$ cat src/edd_pkg.sv
package edd_pkg;

	localparam int MAX_WIDTH_DEF = 2048;

	// configuration port
	localparam int ADDR_W = 3;
	localparam int DATA_W = 32;
	localparam int WIDTH_W = 12;
	localparam logic [WIDTH_W-1:0] WIDTH_RESET = 12'd640;
	localparam logic REG_IMAGE_WIDTH = 1'b0;

	// pixel and result fields
	localparam int PIX_W = 8;
	localparam int LEVEL_W = 8;

	// error path: row entries, running sum and residual error share a width
	localparam int ERR_W = 9;
	localparam logic [ERR_W-1:0] SUM_MAX = 9'd511;
	localparam logic [LEVEL_W-1:0] CAP_MAX = 8'd255;
	localparam int RC_W = 7;	// 7/16 term
	localparam int DN_W = 7;	// 5/16 term
	localparam int DL_W = 6;	// 3/16 term
	localparam int DR_W = 5;	// 1/16 term

	// gray = floor((30r + 58g + 11b) / 100), division done as a reciprocal product
	localparam int LUMA_W = 15;
	localparam int PROD_W = 30;
	localparam int GRAY_SHIFT = 21;
	localparam logic [LUMA_W-1:0] GRAY_RECIP = 15'd20972;
	localparam logic [LUMA_W-1:0] COEF_R = 15'd30;
	localparam logic [LUMA_W-1:0] COEF_G = 15'd58;
	localparam logic [LUMA_W-1:0] COEF_B = 15'd11;

	typedef struct packed {
		logic last;
		logic has_left;
		logic first_row;
		logic frame_start;
		logic cur_ok;
		logic left_ok;
	} edd_ctl_t;

	function automatic logic [LUMA_W-1:0] luma(
		input logic [PIX_W-1:0] r,
		input logic [PIX_W-1:0] g,
		input logic [PIX_W-1:0] b
	);
		luma = LUMA_W'(r) * COEF_R + LUMA_W'(g) * COEF_G + LUMA_W'(b) * COEF_B;
	endfunction

endpackage

$ cat src/edd_seq.sv
module edd_seq #(
	parameter int MAX_WIDTH = edd_pkg::MAX_WIDTH_DEF,
	parameter int XW = ($clog2(MAX_WIDTH) < 1) ? 1 : $clog2(MAX_WIDTH),
	parameter int FW = $clog2(MAX_WIDTH + 1)
) (
	input  logic                         clk,
	input  logic                         arst_n,
	input  logic [edd_pkg::WIDTH_W-1:0]  image_width,
	input  logic                         take,
	input  logic                         frame_start,
	input  logic                         adv,
	output logic [XW-1:0]                x_now,
	output logic [XW-1:0]                x_s1,
	output edd_pkg::edd_ctl_t            ctl_s1
);

	import edd_pkg::*;

	localparam int CW = (FW > WIDTH_W) ? FW : WIDTH_W;

	logic [CW-1:0] w_ext;
	logic [XW-1:0] wm1;
	logic [XW-1:0] col_q;
	logic [XW-1:0] col_eff;
	logic          first_row_q;
	logic          fr_eff;
	logic          last;
	logic          has_left;
	logic [FW-1:0] fill_q;
	logic [FW-1:0] fill_nx;
	logic [FW-1:0] x1_s1;
	logic [FW-1:0] x_fw;

	// clamp the row width into 1..MAX_WIDTH and keep its last column
	always_comb begin
		w_ext = CW'(image_width);
		if (w_ext == '0) begin
			wm1 = '0;
		end else if (w_ext > CW'(MAX_WIDTH)) begin
			wm1 = XW'(MAX_WIDTH - 1);
		end else begin
			wm1 = XW'(w_ext - CW'(1));
		end
	end

	always_comb begin
		col_eff = frame_start ? '0 : col_q;
		x_now = (col_eff >= wm1) ? wm1 : col_eff;
		last = (x_now == wm1);
		has_left = (x_now != '0);
		fr_eff = frame_start | first_row_q;
		x_fw = FW'(x_now);
		// entries at or above the fill mark were never written since reset and read as zero
		x1_s1 = FW'(x_s1) + FW'(1);
		fill_nx = (adv && (x1_s1 > fill_q)) ? x1_s1 : fill_q;
	end

	always_ff @(posedge clk or negedge arst_n) begin
		if (!arst_n) begin
			col_q <= '0;
			first_row_q <= 1'b1;
			fill_q <= '0;
		end else begin
			fill_q <= fill_nx;
			if (take) begin
				col_q <= last ? '0 : x_now + XW'(1);
				first_row_q <= last ? 1'b0 : fr_eff;
			end
		end
	end

	always_ff @(posedge clk) begin
		if (take) begin
			x_s1 <= x_now;
			ctl_s1.last <= last;
			ctl_s1.has_left <= has_left;
			ctl_s1.first_row <= fr_eff;
			ctl_s1.frame_start <= frame_start;
			ctl_s1.cur_ok <= (x_fw < fill_nx);
			ctl_s1.left_ok <= (x_fw <= fill_nx);
		end
	end

endmodule

$ cat config.mk
export PLATFORM = sky130hd
export DESIGN_NAME = edd_seq
export DESIGN_NICKNAME = d
export VERILOG_FILES = /design/src/edd_pkg.sv /design/src/edd_seq.sv
export SDC_FILE = /design/constraint.sdc
export NUM_CORES = 1
export LEC_CHECK = 0
export BUFFER_PORTS_ARGS = -buffer_cell sky130_fd_sc_hd__clkbuf_2
export CORE_ASPECT_RATIO = 1.1
export CORE_MARGIN = 2
export CORE_UTILIZATION = 28
export CTS_CLUSTER_DIAMETER = 120
export DETAILED_ROUTE_END_ITERATION = 7
export PLACE_DENSITY_LB_ADDON = 0.2
export SLEW_MARGIN = 0
export SYNTH_ARGS = -nofsm -noshare
export SYNTH_HDL_FRONTEND = slang
export SYNTH_SLANG_ARGS = --single-unit
$ cat constraint.sdc
create_clock -name clk -period 9.7 [get_ports clk]
set_input_delay 1.94 -clock clk [delete_from_list [all_inputs] [get_ports clk]]
set_output_delay 1.94 -clock clk [all_outputs]
set_load 0.1 [all_outputs]
Word-level counts from Yosys, hierarchy flattened
Cells that the tools add are included.

storage, ports and cells
  bits in registers = 41
  bits of input ports = 17
  output and inout bits = 28
  logic and storage cells = 30

operators by class
  add/subtract/negate cells = 3
  $lt $le $gt $ge = 5
  equal/unequal tests = 1
  muxes and demuxes = 7
  bitwise gates (word level) = 1
  reduce and logical (&&, ||, !) cells = 3

operators with widths
  operator                 number
  $mux W11                 5
  $add A11 B1 Y12 const B  1
  $gt A12 B12 Y1           1
  $gt A12 B12 Y1 const B   1
  $le A11 B12 Y1           1
  $logic_not A12 Y1        1
  $lt A11 B12 Y1           1
  $mux W12                 1
  $add A11 B1 Y11 const B  1
  $eq A11 B11 Y1           1
  $ge A11 B11 Y1           1
  $reduce_bool A11 Y1      1
  $sub A11 B1 Y11 const B  1
  $logic_and A1 B1 Y1      1
  $mux W1                  1
  $or A1 B1 Y1             1

Depth between registers and ports, before layout
  depth after elaboration = 7
  gate-level depth with buffers = 25

Least setup slack after synthesis
Ideal clock, no wire load.

  path type = in2out
  start point = input port image_width[0] in the netlist's numbering
  end point = output port x_now[3]
  arrival time = 6447 ps
  required time = 7760 ps
  setup slack = 1313 ps
  stages = 15
  cells stage by stage = clkbuf_1 -> inv_1 -> ha_1 -> or3b_1 -> buf_2 -> o41ai_2 -> a21boi_2 -> ha_1 -> nand4_1 -> nor2_1 -> a21oi_1 -> nand2_1 -> clkbuf_1 -> clkbuf_1 -> a21oi_1

between the ends
  longest elaborated chain between the ends = 5
  elaborated cells on any way between the ends = 7
  classes of those cells = add/sub: 1; order compare: 2; mux: 3; reduce/logical: 1

ends and longest elaborated chain
  item                                                      RTL line                      text
  from (decl)                                               edd_seq.sv:8                  input logic [edd_pkg::WIDTH_W-1:0] image_width,
  $sub A11 B1 Y11 / $gt A12 B12 Y1 (equally long branches)  edd_seq.sv:42, edd_seq.sv:39
  $mux W11                                                  edd_seq.sv:39                 end else if (w_ext > CW'(MAX_WIDTH)) begin
  $mux W11 (*)                                              edd_seq.sv:37                 if (w_ext == '0) begin
  $ge A11 B11 Y1                                            edd_seq.sv:48                 x_now = (col_eff >= wm1) ? wm1 : col_eff;
  $mux W11 (*)                                              edd_seq.sv:48
  to (decl)                                                 edd_seq.sv:12                 output logic [XW-1:0] x_now,

Mark *: on every way between the ends. The rest lies on a longest branch, timed or not.

Final worst setup path
  start point = input port image_width[0] in the netlist's numbering
  end point = output port x_now[10]

Same word-level chain as after synthesis.

==> results.cfg <==
[synthesis]
synth_edf_count = 17
synth_top_area_frac = 0.1598
ys_ff_latch = 41
synth_warnings = 0
synth_nets = 468
ys_types = 68
ys_top_cells_by_area = dfrtp_1 16%, edfxtp_1 14%, ha_1 13%
synth_flop_cell = dfrtp_1
yosysTopAreaCell = dfrtp_1
netlist_area_mm2 = 0.003601
syn_inst = 414
syn_area_per_cell_um2 = 8.698
synth-async-reset-ratio = 0.5854
seq_area_frac_synth = 0.3089

[placement]
gp_congestion = 0.8754
port_buffers = 44
dpl.hpwl_um = 7716
place_inst = 600

[finish]
finalNonFillerCells = 608
post-route-util = 0.3251
final_common_cell = clkbuf_2
n_antenna_cell = 0
drive_gt1_frac = 0.1663
most-common-layout-cells = 44 x clkbuf_2, 37 x ha_1, 35 x inv_1
fin_nets = 504
syn_to_final_growth_pct = 13.66

[clocking]
cts_tree = yes
htree_levels = 2
cts_inserted_buffers = 5
cts_root_buf = clkbuf_16
clk_latency_ns = 0.28
clkTransAtPathRegs_ns = 0.06
post-cts-setup-buffers = 0
cts_resized = 0
cts_sinks = 41
cts_hold_buffers = 0
clockBufferDepth = 2

[global_route]
grt_antenna_before_repair = 0
gr-max-usage-layer = met2
grt_pass1_wl_um = 16260
grtUsageMet2 = 0.2500
grt_pass1_vias = 3149
grt_use_met3 = 0.01961
track_usage = 0.1470
grt_max_degree = 42
grt_overflow = 0
met1_usage = 0.1892

[worst_setup_path]
crit_arrival_ns = 6.22
crit_path_max_fanout = 20
crit_path_start_kind = primary input
cp.required_ns = 7.76
critPathKind = primary input to output port
endpoint_kind = output port

[die]
dieArea_mm2 = 0.01378
die_w_um = 112.1
start_util = 0.2860
die_height_um = 122.9
num_rows = 43
core_area_mm2 = 0.01259
io_pins = 45

[power]
seqPwrFrac = 0.369
p_leak_nw = 1.856
switching_share = 0.3640
p_switching_mw = 0.2130
clkPwrFrac = 0.278
internal_power_mw = 0.3721
cellPowerDensity_mw_per_mm2 = 143.0
ir_drop_mv = 0.07257
pwr-share-comb = 0.353

[run_status]
outcome = completed

[routing]
drtIter0Drc = 151
detail_route.wl_per_cell_um = 16.04
vias = 3123
dr.pass1.iters = 4
drc = 0
routed_wl_um = 9755
routed_via_density = 5.137
ant_nets = 0

[flow_run]
cap_violations = 0

[timing]
slew_headroom = 0.3886
fin_skew_ns = 0.004641
slew_violations = 0
max_freq_mhz = 122.6
rsz0062_at_grt = no
tns_ns = 0
finalSetupViolCount = 0
finalCriticalPeriod_ns = 8.155
worst_pin_slew_ns = 0.9171
hold_viol = 0
finalCritPeriodShare = 0.8408

[min_path]
hold_class = register to register
[power groups by stage]
stage / Combinational (mW) / Clock, mW / Sequential, mW
2_1_floorplan: 0.136 / 0 / 0.240
3_3_place_gp: 0.206 / 0 / 0.219
3_5_place_dp: 0.208 / 0 / 0.219
4_1_cts: 0.209 / 0.168 / 0.216
5_1_grt: 0.237 / 0.174 / 0.219
6_report: 0.207 / 0.163 / 0.216
[final cells by class]
type                            instances  area (um2)
Clock inverter                          1       5.005
Sequential cell                        41        1112
Timing Repair Buffer                   45       227.7
Inverter                               38       142.6
Clock buffer                            7       132.6
Tap cell                              157       196.4
Fill cell                            1324        8497
Multi-Input combinational cell        319        2276
[through the flow]
step	power, mW	setup WS, ns	hold WS (ns)	area [um2]
2_1_floorplan	0.3760	1.313	0.4913	3601
3_3_place_gp	0.4258	1.692	0.5109	3955
3_5_place_dp	0.4274	1.568	0.5095	3955
4_1_cts	0.5927	1.514	0.5245	4093
5_1_grt	0.6295	1.125	0.5430	4093
6_report	0.5851	1.545	0.5211	4093
[synthesized netlist by cell type (all sizes together) (4+ instances only)]
| library cell | number |
|---|---|
| a21oi | 30 |
| nor4 | 5 |
| nor2b | 16 |
| nand4 | 9 |
| nand2 | 30 |
| and3 | 7 |
| or4 | 4 |
| nor2 | 31 |
| o31ai | 4 |
| buf | 5 |
| a31o | 8 |
| and2 | 4 |
| edfxtp | 17 |
| nor3 | 9 |
| mux2 | 4 |
| inv | 38 |
| o21ai | 20 |
| nand3 | 12 |
| o211ai | 6 |
| xor2 | 6 |
| a21o | 6 |
| o22ai | 4 |
| xnor2 | 14 |
| nand2b | 5 |
| clkbuf | 11 |
| ha | 37 |
| o21a | 9 |
| dfrtp | 23 |
[worst max-delay path, stage by stage]
cell and delay [ns]:
clkbuf_2 0.15, inv_1 0.08, ha_1 0.16, or3b_1 0.55
o41ai_2 0.61, a21boi_2 0.38, ha_1 0.29, nand4_1 0.08
nor2_1 0.05, a21oi_1 0.28, nand2_1 0.44, a21oi_1 0.63
clkbuf_2 0.56
[logic make-up (layout without fill, tap and decap cells)]
kind of cell               after synthesis  in the layout  share of synthesized area
adders and majority gates               38             38                     0.1313
xor gates and xnor gates                20             20                    0.04865
AOI/OAI and AO/OA                      113            113                     0.2245
and+or+nand+nor                        142            142                     0.2081
muxes                                    6              6                    0.01807
DFF                                     41             41                     0.3089
buffers and inverters                   54             91                    0.06046
[routing by layer]
metal  up-vias  routed length [um]
li1       1582                   -
met1      1470                4399
met2        51                4754
met3        20                 298
met4         0                 301
met5         -                   0
[final timing paths]
| kind | startpoint | endpoint | slack, ns | cells past startpoint |
|---|---|---|---|---|
| min in group asynchronous | arst_n | fill_q[1] | 1.69 | 1 |
| worst min-delay path | first_row_q | first_row_q | 0.52 | 2 |
| max in group asynchronous | arst_n | col_q[10] | 7.55 | 1 |
| worst max register to register | col_q[2] | col_q[10] | 5.30 | 17 |
| worst min register to register | first_row_q | first_row_q | 0.52 | 2 |
| worst max-delay path | image_width[0] | x_now[10] | 1.54 | 13 |
[sequential cells by signal, indices dropped and copies added, names as in the netlist]
register and count:
first_row_q 1, ctl_s1 6, col_q 11, x_s1 11
fill_q 12
No activity file was read; power rests on OpenSTA's default activity.
