--- src/edd_pkg.sv ---
package edd_pkg;

	localparam int MAX_WIDTH_DEF = 2048;

	// configuration port
	localparam int ADDR_W = 3;
	localparam int DATA_W = 32;
	localparam int WIDTH_W = 12;
	localparam logic [WIDTH_W-1:0] WIDTH_RESET = 12'd640;
	localparam logic REG_IMAGE_WIDTH = 1'b0;

	// pixel and result fields
	localparam int PIX_W = 8;
	localparam int LEVEL_W = 8;

	// error path: row entries, running sum and residual error share a width
	localparam int ERR_W = 9;
	localparam logic [ERR_W-1:0] SUM_MAX = 9'd511;
	localparam logic [LEVEL_W-1:0] CAP_MAX = 8'd255;
	localparam int RC_W = 7;	// 7/16 term
	localparam int DN_W = 7;	// 5/16 term
	localparam int DL_W = 6;	// 3/16 term
	localparam int DR_W = 5;	// 1/16 term

	// gray = floor((30r + 58g + 11b) / 100), division done as a reciprocal product
	localparam int LUMA_W = 15;
	localparam int PROD_W = 30;
	localparam int GRAY_SHIFT = 21;
	localparam logic [LUMA_W-1:0] GRAY_RECIP = 15'd20972;
	localparam logic [LUMA_W-1:0] COEF_R = 15'd30;
	localparam logic [LUMA_W-1:0] COEF_G = 15'd58;
	localparam logic [LUMA_W-1:0] COEF_B = 15'd11;

	typedef struct packed {
		logic last;
		logic has_left;
		logic first_row;
		logic frame_start;
		logic cur_ok;
		logic left_ok;
	} edd_ctl_t;

	function automatic logic [LUMA_W-1:0] luma(
		input logic [PIX_W-1:0] r,
		input logic [PIX_W-1:0] g,
		input logic [PIX_W-1:0] b
	);
		luma = LUMA_W'(r) * COEF_R + LUMA_W'(g) * COEF_G + LUMA_W'(b) * COEF_B;
	endfunction

endpackage

--- src/edd_diff.sv ---
module edd_diff (
	input  logic                        clk,
	input  logic                        arst_n,
	input  logic                        take,
	input  logic [edd_pkg::PIX_W-1:0]   red,
	input  logic [edd_pkg::PIX_W-1:0]   green,
	input  logic [edd_pkg::PIX_W-1:0]   blue,
	input  logic                        adv,
	input  edd_pkg::edd_ctl_t           ctl_s1,
	input  logic [edd_pkg::ERR_W-1:0]   rd_cur,
	input  logic [edd_pkg::ERR_W-1:0]   rd_left,
	output logic [edd_pkg::LEVEL_W-1:0] level_nx,
	output logic [edd_pkg::ERR_W-1:0]   cur_val,
	output logic [edd_pkg::ERR_W-1:0]   left_val
);

	import edd_pkg::*;

	logic [PROD_W-1:0]  prod_s1;
	logic [RC_W-1:0]    rc_q;
	logic [RC_W-1:0]    rc;
	logic [DR_W-1:0]    drp_q;
	logic [DR_W-1:0]    drp;
	logic [PIX_W-1:0]   gray;
	logic [ERR_W-1:0]   below;
	logic [ERR_W-1:0]   left_old;
	logic [ERR_W:0]     raw;
	logic [ERR_W-1:0]   sum;
	logic [LEVEL_W-1:0] capped;
	logic [ERR_W-1:0]   err;
	logic [ERR_W+2:0]   ex;
	logic [ERR_W+2:0]   ex7;
	logic [ERR_W+2:0]   ex5;
	logic [ERR_W+2:0]   ex3;
	logic [RC_W-1:0]    e7;
	logic [DN_W-1:0]    e5;
	logic [DL_W-1:0]    e3;
	logic [DR_W-1:0]    e1;

	always_ff @(posedge clk) begin
		if (take) begin
			prod_s1 <= {{(PROD_W-LUMA_W){1'b0}}, luma(red, green, blue)}
				* {{(PROD_W-LUMA_W){1'b0}}, GRAY_RECIP};
		end
	end

	always_comb begin
		gray = prod_s1[GRAY_SHIFT +: PIX_W];
		rc = ctl_s1.frame_start ? '0 : rc_q;
		drp = ctl_s1.frame_start ? '0 : drp_q;
		below = (ctl_s1.first_row || !ctl_s1.cur_ok) ? '0 : rd_cur;
		left_old = ctl_s1.left_ok ? rd_left : '0;

		raw = (ERR_W+1)'(gray) + (ERR_W+1)'(rc) + (ERR_W+1)'(below);
		sum = (raw > (ERR_W+1)'(SUM_MAX)) ? SUM_MAX : raw[ERR_W-1:0];
		capped = (sum > ERR_W'(CAP_MAX)) ? CAP_MAX : sum[LEVEL_W-1:0];
		level_nx = {capped[LEVEL_W-1:4], 4'b0000};
		err = sum - ERR_W'(level_nx);

		ex = (ERR_W+3)'(err);
		ex7 = (ex << 3) - ex;
		ex5 = (ex << 2) + ex;
		ex3 = (ex << 1) + ex;
		e7 = RC_W'(ex7 >> 4);
		e5 = DN_W'(ex5 >> 4);
		e3 = DL_W'(ex3 >> 4);
		e1 = DR_W'(err >> 4);

		cur_val = ERR_W'(drp) + ERR_W'(e5);
		left_val = left_old + ERR_W'(e3);
	end

	// carry the right and down-right terms to the next pixel of the row
	always_ff @(posedge clk or negedge arst_n) begin
		if (!arst_n) begin
			rc_q <= '0;
			drp_q <= '0;
		end else if (adv) begin
			rc_q <= ctl_s1.last ? '0 : e7;
			drp_q <= ctl_s1.last ? '0 : e1;
		end
	end

endmodule

--- config.mk ---
export PLATFORM = sky130hd
export DESIGN_NAME = edd_diff
export DESIGN_NICKNAME = d
export VERILOG_FILES = /design/src/edd_pkg.sv /design/src/edd_diff.sv
export SDC_FILE = /design/constraint.sdc
export NUM_CORES = 1
export LEC_CHECK = 0
export BUFFER_PORTS_ARGS = -buffer_cell sky130_fd_sc_hd__buf_2
export CORE_ASPECT_RATIO = 0.6
export CORE_MARGIN = 2
export CORE_UTILIZATION = 61
export DETAILED_ROUTE_END_ITERATION = 12
export HOLD_SLACK_MARGIN = 0.1
export PLACE_DENSITY = 0.77
export SLEW_MARGIN = 15
export SYNTH_ARGS = -nofsm -noshare
export SYNTH_HDL_FRONTEND = slang
export SYNTH_SLANG_ARGS = --single-unit
export TNS_END_PERCENT = 30
--- constraint.sdc ---
create_clock -name clk -period 6.7 [get_ports clk]
set_input_delay 0.67 -clock clk [delete_from_list [all_inputs] [get_ports clk]]
set_output_delay 0.67 -clock clk [all_outputs]
set_load 0.01 [all_outputs]
# Yosys cells after proc, flatten, opt, wreduce, memory -nomap -nowiden
# Index checks and enable logic that the tools add are counted.
[word_totals] elab_cells=29 register_bits=39
[classes] n_lt_le_gt_ge=2 n_reduce_logical=2 muxes=8 n_mul=4 n_addsub=10
[ops] cell="15-bit by 13-bit multiplier with 27-bit output (second input constant)" n=1
[ops] cell="9-bit two-way mux" n=3
[ops] cell="8-bit by 4-bit multiplier with 12-bit output (second input constant)" n=2
[ops] cell="13-bit by 14-bit adder with 15-bit output" n=1
[ops] cell="15-bit by 12-bit adder with 15-bit output" n=1
[ops] cell="7-bit two-way mux" n=2
[ops] cell="8-bit by 5-bit multiplier with 13-bit output (second input constant)" n=1
[ops] cell="11-bit by 9-bit adder with 11-bit output" n=1
[ops] cell="11-bit by 9-bit subtractor with 11-bit output" n=1
[ops] cell="10-bit by 9-bit adder with 10-bit output" n=1
[ops] cell="9-bit by 9-bit adder with 10-bit output" n=1
[ops] cell="10-bit by 9-bit > comparator with 1-bit output (second input constant)" n=1
[ops] cell="5-bit two-way mux" n=2
[ops] cell="8-bit by 7-bit adder with 9-bit output" n=1
[ops] cell="9-bit by 6-bit adder with 9-bit output" n=1
[ops] cell="9-bit by 8-bit > comparator with 1-bit output (second input constant)" n=1
[ops] cell="9-bit by 8-bit subtractor with 9-bit output" n=1
[ops] cell="5-bit by 7-bit adder with 8-bit output" n=1
[ops] cell="8-bit two-way mux" n=1
[ops] cell="1-bit logical NOT" n=1
[ops] cell="1-bit logical OR" n=1

# Longest topological paths before layout
[logic_depth] word_depth=11 depth_mapped=42

# Worst setup path after synthesis
# Ideal clock, no wire load.
[synth_path] path_kind="in2reg" from="input green[1] (netlist name)" to="register prod_s1[25] (data pin)" arrival_time_ns=10.115 cell_stages=35 slack_ns=-3.610 required_ns=6.505 cell_sequence="inv_1 -> fa_1 -> inv_1 -> ha_1 -> fa_1 -> ha_1 -> a21oi_1 -> xnor2_1 -> fa_1 -> fa_1 -> inv_1 -> fa_1 -> inv_1 -> ha_1 -> nand3_1 -> o211ai_1 -> o41ai_2 -> or4b_1 -> o211ai_2 -> ha_1 -> fa_1 -> fa_1 -> fa_1 -> inv_1 -> fa_1 -> inv_1 -> ha_1 -> or4_1 -> a221oi_1 -> o21ai_0 -> o21bai_1 -> a31oi_1 -> o21ai_0 -> or4b_1 -> o311ai_0"
[synth_between] elab_chain_len=4
[synth_rtl] item="from (decl)" line="edd_diff.sv:6" rtl="input logic [edd_pkg::PIX_W-1:0] green,"
[synth_rtl] item="8-bit by 5-bit multiplier with 13-bit output" line="edd_pkg.sv:48" rtl="luma = LUMA_W'(r) * COEF_R + LUMA_W'(g) * COEF_G + LUMA_W'(b) * COEF_B;"
[synth_rtl] item="13-bit by 14-bit adder with 15-bit output" line="edd_pkg.sv:48"
[synth_rtl] item="15-bit by 12-bit adder with 15-bit output" line="edd_pkg.sv:48"
[synth_rtl] item="15-bit by 13-bit multiplier with 27-bit output" line="edd_diff.sv:43" rtl="* {{(PROD_W-LUMA_W){1'b0}}, GRAY_RECIP};"
[synth_rtl] item="to (signal assigned)" line="edd_diff.sv:42" rtl="prod_s1 <= {{(PROD_W-LUMA_W){1'b0}}, luma(red, green, blue)}"
[synth_rtl] item="to (decl)" line="edd_diff.sv:19" rtl="logic [PROD_W-1:0] prod_s1;"
# No other way between the ends.
# A chain may end at the register's enable or synchronous reset.

# Worst setup path after layout
[layout_path] from="input red[0] (netlist name)" to="register prod_s1[25] (data pin)"
[layout_between] elab_chain_len=4
[layout_rtl] item="from (decl)" line="edd_diff.sv:5" rtl="input logic [edd_pkg::PIX_W-1:0] red,"
[layout_rtl] item="8-bit by 4-bit multiplier with 12-bit output" line="edd_pkg.sv:48"
[layout_rtl] item="13-bit by 14-bit adder with 15-bit output" line="edd_pkg.sv:48"
[layout_rtl] item="15-bit by 12-bit adder with 15-bit output" line="edd_pkg.sv:48"
[layout_rtl] item="15-bit by 13-bit multiplier with 27-bit output" line="edd_diff.sv:43"
# No other way between the ends.

==> impl_metrics.tcl <==
set metrics [dict create \
    vias 8225 \
    cap_viol_max_count 0 \
    fin_nets 1676 \
    grt_pass1_vias 8369 \
    worst-path-buf-inv 8 \
    violations "setup timing" \
    syn_area_um2 9339 \
    min_path_type "in2async" \
    die_width_um 163.7 \
    worstPathArrival_ns 10.34 \
    final_cell_area_um2 12210 \
    path_common_cell "fa_1" \
    hold_ws_ns 0.2771 \
    critical_path.top_delay_family "adder cells" \
    tns_ns -27.18 \
    postPlaceCellArea_um2 11410 \
    ant_nets 0 \
    syn-instance-count 1021 \
    cts-root-buf "clkbuf_16" \
    io_pins 78 \
    crit_path_end_kind "flip-flop" \
    grtUsageTotal 0.3122 \
    start_util 0.6345 \
    synth_seq_cells 20 \
    yosys_warnings 0 \
    crit_path_max_incr_delay_ns 0.58 \
    required_ns 6.76 \
    clk_latency_ns 0.27 \
    crit_path_top_delay_cell "fa_1" \
    cts_made_buffers 3 \
    critPathKind "in2reg" \
    synth_edf_count 8 \
    clk_pin_slew_ns 0.06 \
    async_flop_share 0.6000 \
    avgRoutedWirePerCell_um 17.77 \
    routed_wl_mm 26.54 \
    rows 34 \
    slew-limit-headroom 0.5997 \
    skew_ns 0.003170 \
    finalHoldViolCount 0 \
    timing.final.crit_share 1.533 \
    detail_route.first_pass.iterations 5 \
    cts_hold_buf 0 \
    tritoncts "built" \
    rsz0062_at_grt "yes" \
    drtIter0Drc 542 \
    areaGrowthSynthToFinish_pct 30.76 \
    yosys_most_used_dff "dfrtp_1" \
    dieArea_um2 16350 \
    portBuffers 71 \
    via_per_inst 5.509 \
    stdcell_count 1493 \
    drcViolationCount 0 \
    crit_path_max_fanout 4 \
    max_freq_ghz 0.09734 \
    dp_cells 1464 \
    cts_num_sinks 20 \
    finalSetupViolations 8 \
    gr-total-overflow 0 \
    fp.coreArea_um2 14720 \
    n_fill_cell 829 \
    layout-drive-gt1-share 0.3112 \
    avgSynthCellArea_um2 9.147 \
    antenna_found_initial 0 \
    gp_congestion 0.9087 \
    die_h_um 99.85 \
    reg2reg_to "rc_q[6]$_DFFE_PN0P_" \
    grt_pass1_wl_mm 40.46 \
    cp-start-kind "input pin" \
    status "complete, but fails checks" \
    rr_startpoint "rc_q[4]$_DFFE_PN0P_" \
    slew_viol_final 0 \
    insertedDiodeCount 0 \
    fin_ws_ns -3.574 \
    htreeDepth 1 \
    finalCriticalPeriod_ns 10.27 \
    place_hpwl_mm 20.34 \
    seqCellArea_um2 540.5 \
    r2r_slack_ns 1.76 \
    cts.path.max_buffers 2 \
    worstMarginPinSlew_ns 0.5927 \
    synth-seq-area-share 0.05788 \
    ys_types 73 \
    grt_max_degree 14 \
    reg2regPathDepth 22 \
    multi_input_area_um2 8407 \
]
[cells in the final DEF (no fill, tap or decap), drive strengths merged, types with 7 or more instances in the layout]
| cell | count |
|---|---|
| nand2b | 7 |
| inv | 256 |
| a21o | 19 |
| a21oi | 51 |
| xnor2 | 47 |
| a22o | 7 |
| ha | 210 |
| nor2b | 16 |
| dfrtp | 12 |
| o21ai | 16 |
| nor3 | 19 |
| and2 | 20 |
| and3 | 8 |
| fa | 118 |
| nand2 | 24 |
| buf | 276 |
| a211oi | 7 |
| nand3 | 11 |
| xor2 | 30 |
| o21bai | 15 |
| nor2 | 38 |
| edfxtp | 8 |
[through the flow]
step                      setup WS [ns]  utilization
final                            -3.574       0.8297
after global routing             -3.906       0.8297
after CTS                        -3.281       0.8059
after detailed placement         -3.964       0.7751
after global placement           -3.560       0.7751
after floorplan                  -3.397            -
[flip-flops by register name, indices dropped and copies added (netlist names)]
name	cells
drp_q	5
prod_s1	8
rc_q	7
[cell usage after synthesis (2+ instances only)]
master,count,area share
inv_1,256,0.10
ha_1,210,0.28
fa_1,118,0.25
a21oi_1,50,0.027
xnor2_1,47,0.044
nor2_1,38,0.015
xor2_1,30,0.028
nand2_1,23,0.0092
and2_1,20,0.013
a21o_1,19,0.015
nor3_1,17,0.0091
nor2b_1,16,0.011
o21ai_0,15,0.0080
o21bai_1,15,0.012
dfrtp_1,12,0.032
nand3_1,11,0.0059
edfxtp_1,8,0.026
a211oi_1,7,0.0056
a22o_1,7,0.0066
and3_1,7,0.0047
nand2b_1,7,0.0047
buf_4,6,0.0048
a31oi_1,5,0.0033
nor4_1,4,0.0027
o31ai_1,4,0.0032
mux2i_1,3,0.0032
o211ai_1,3,0.0024
or3_1,3,0.0020
a2111oi_2,2,0.0032
a211o_1,2,0.0019
a221oi_1,2,0.0019
and4_1,2,0.0019
clkbuf_1,2,0.00080
nor3_2,2,0.0021
o2111ai_1,2,0.0019
o211ai_2,2,0.0027
o2bb2ai_1,2,0.0019
o311ai_0,2,0.0019
o311ai_1,2,0.0019
o41ai_2,2,0.0035
or2_2,2,0.0013
or4_1,2,0.0016
or4b_1,2,0.0021
[worst register-to-register path, delay by kind of cell (launching register included)]
kind / cells / cell delay, ns
adder cells (fa/ha/maj): 4 / 1.29
flip-flops: 1 / 0.32
AO/OA/AOI/OAI: 6 / 1.31
AND/OR/NAND/NOR: 5 / 1.10
buffers and inverters: 5 / 0.59
XOR/XNOR: 2 / 0.23
[routing by layer]
layer	routed length, µm	vias to the layer above	track usage	part of all wire
li1	-	3870	-	-
met1	11590	3967	0.4573	0.44
met2	12190	324	0.4890	0.46
met3	2209	64	0.07273	0.083
met4	550	0	0.03576	0.021
met5	0	-	0	0
[logic make-up after synthesis]
| logic type | share of synthesized area |
|---|---|
| adders and majority gates | 0.5354 |
| xor gates and xnor gates | 0.07221 |
| and+or+nand+nor | 0.09526 |
| AOI/OAI and AO/OA | 0.1238 |
| muxes | 0.004421 |
| buffers and inverters | 0.1107 |
| DFF | 0.05788 |
| other | 0.0004015 |
[final cells by class]
type / count / share of cell area
multi-input cells: 738 / 0.6884
repair buffers: 276 / 0.1595
inverters: 257 / 0.07930
flip-flops and latches: 20 / 0.04426
well taps: 198 / 0.02029
clock buffers: 4 / 0.008197
[timing repair]
action	CTS	global route
resized for setup	40	62
pin swaps	59	62
setup endpoints to repair	12	16
buffers inserted	17	9
[worst max-delay path by stage]
stage | start | end | slack, ns | depth (start not counted)
floorplan | red[0] | prod_s1[25]$_DFFE_PP_ | -3.40 | 36
global placement | green[2] | prod_s1[25]$_DFFE_PP_ | -3.56 | 36
detailed placement | red[0] | prod_s1[25]$_DFFE_PP_ | -3.96 | 37
CTS | red[2] | prod_s1[25]$_DFFE_PP_ | -3.28 | 37
global route | red[0] | prod_s1[25]$_DFFE_PP_ | -3.91 | 42
finish | red[0] | prod_s1[25]$_DFFE_PP_ | -3.57 | 39
Power is left out: the tool's default activity adds up to more than one toggle a clock period on the data nets, which glitch-free logic cannot reach.
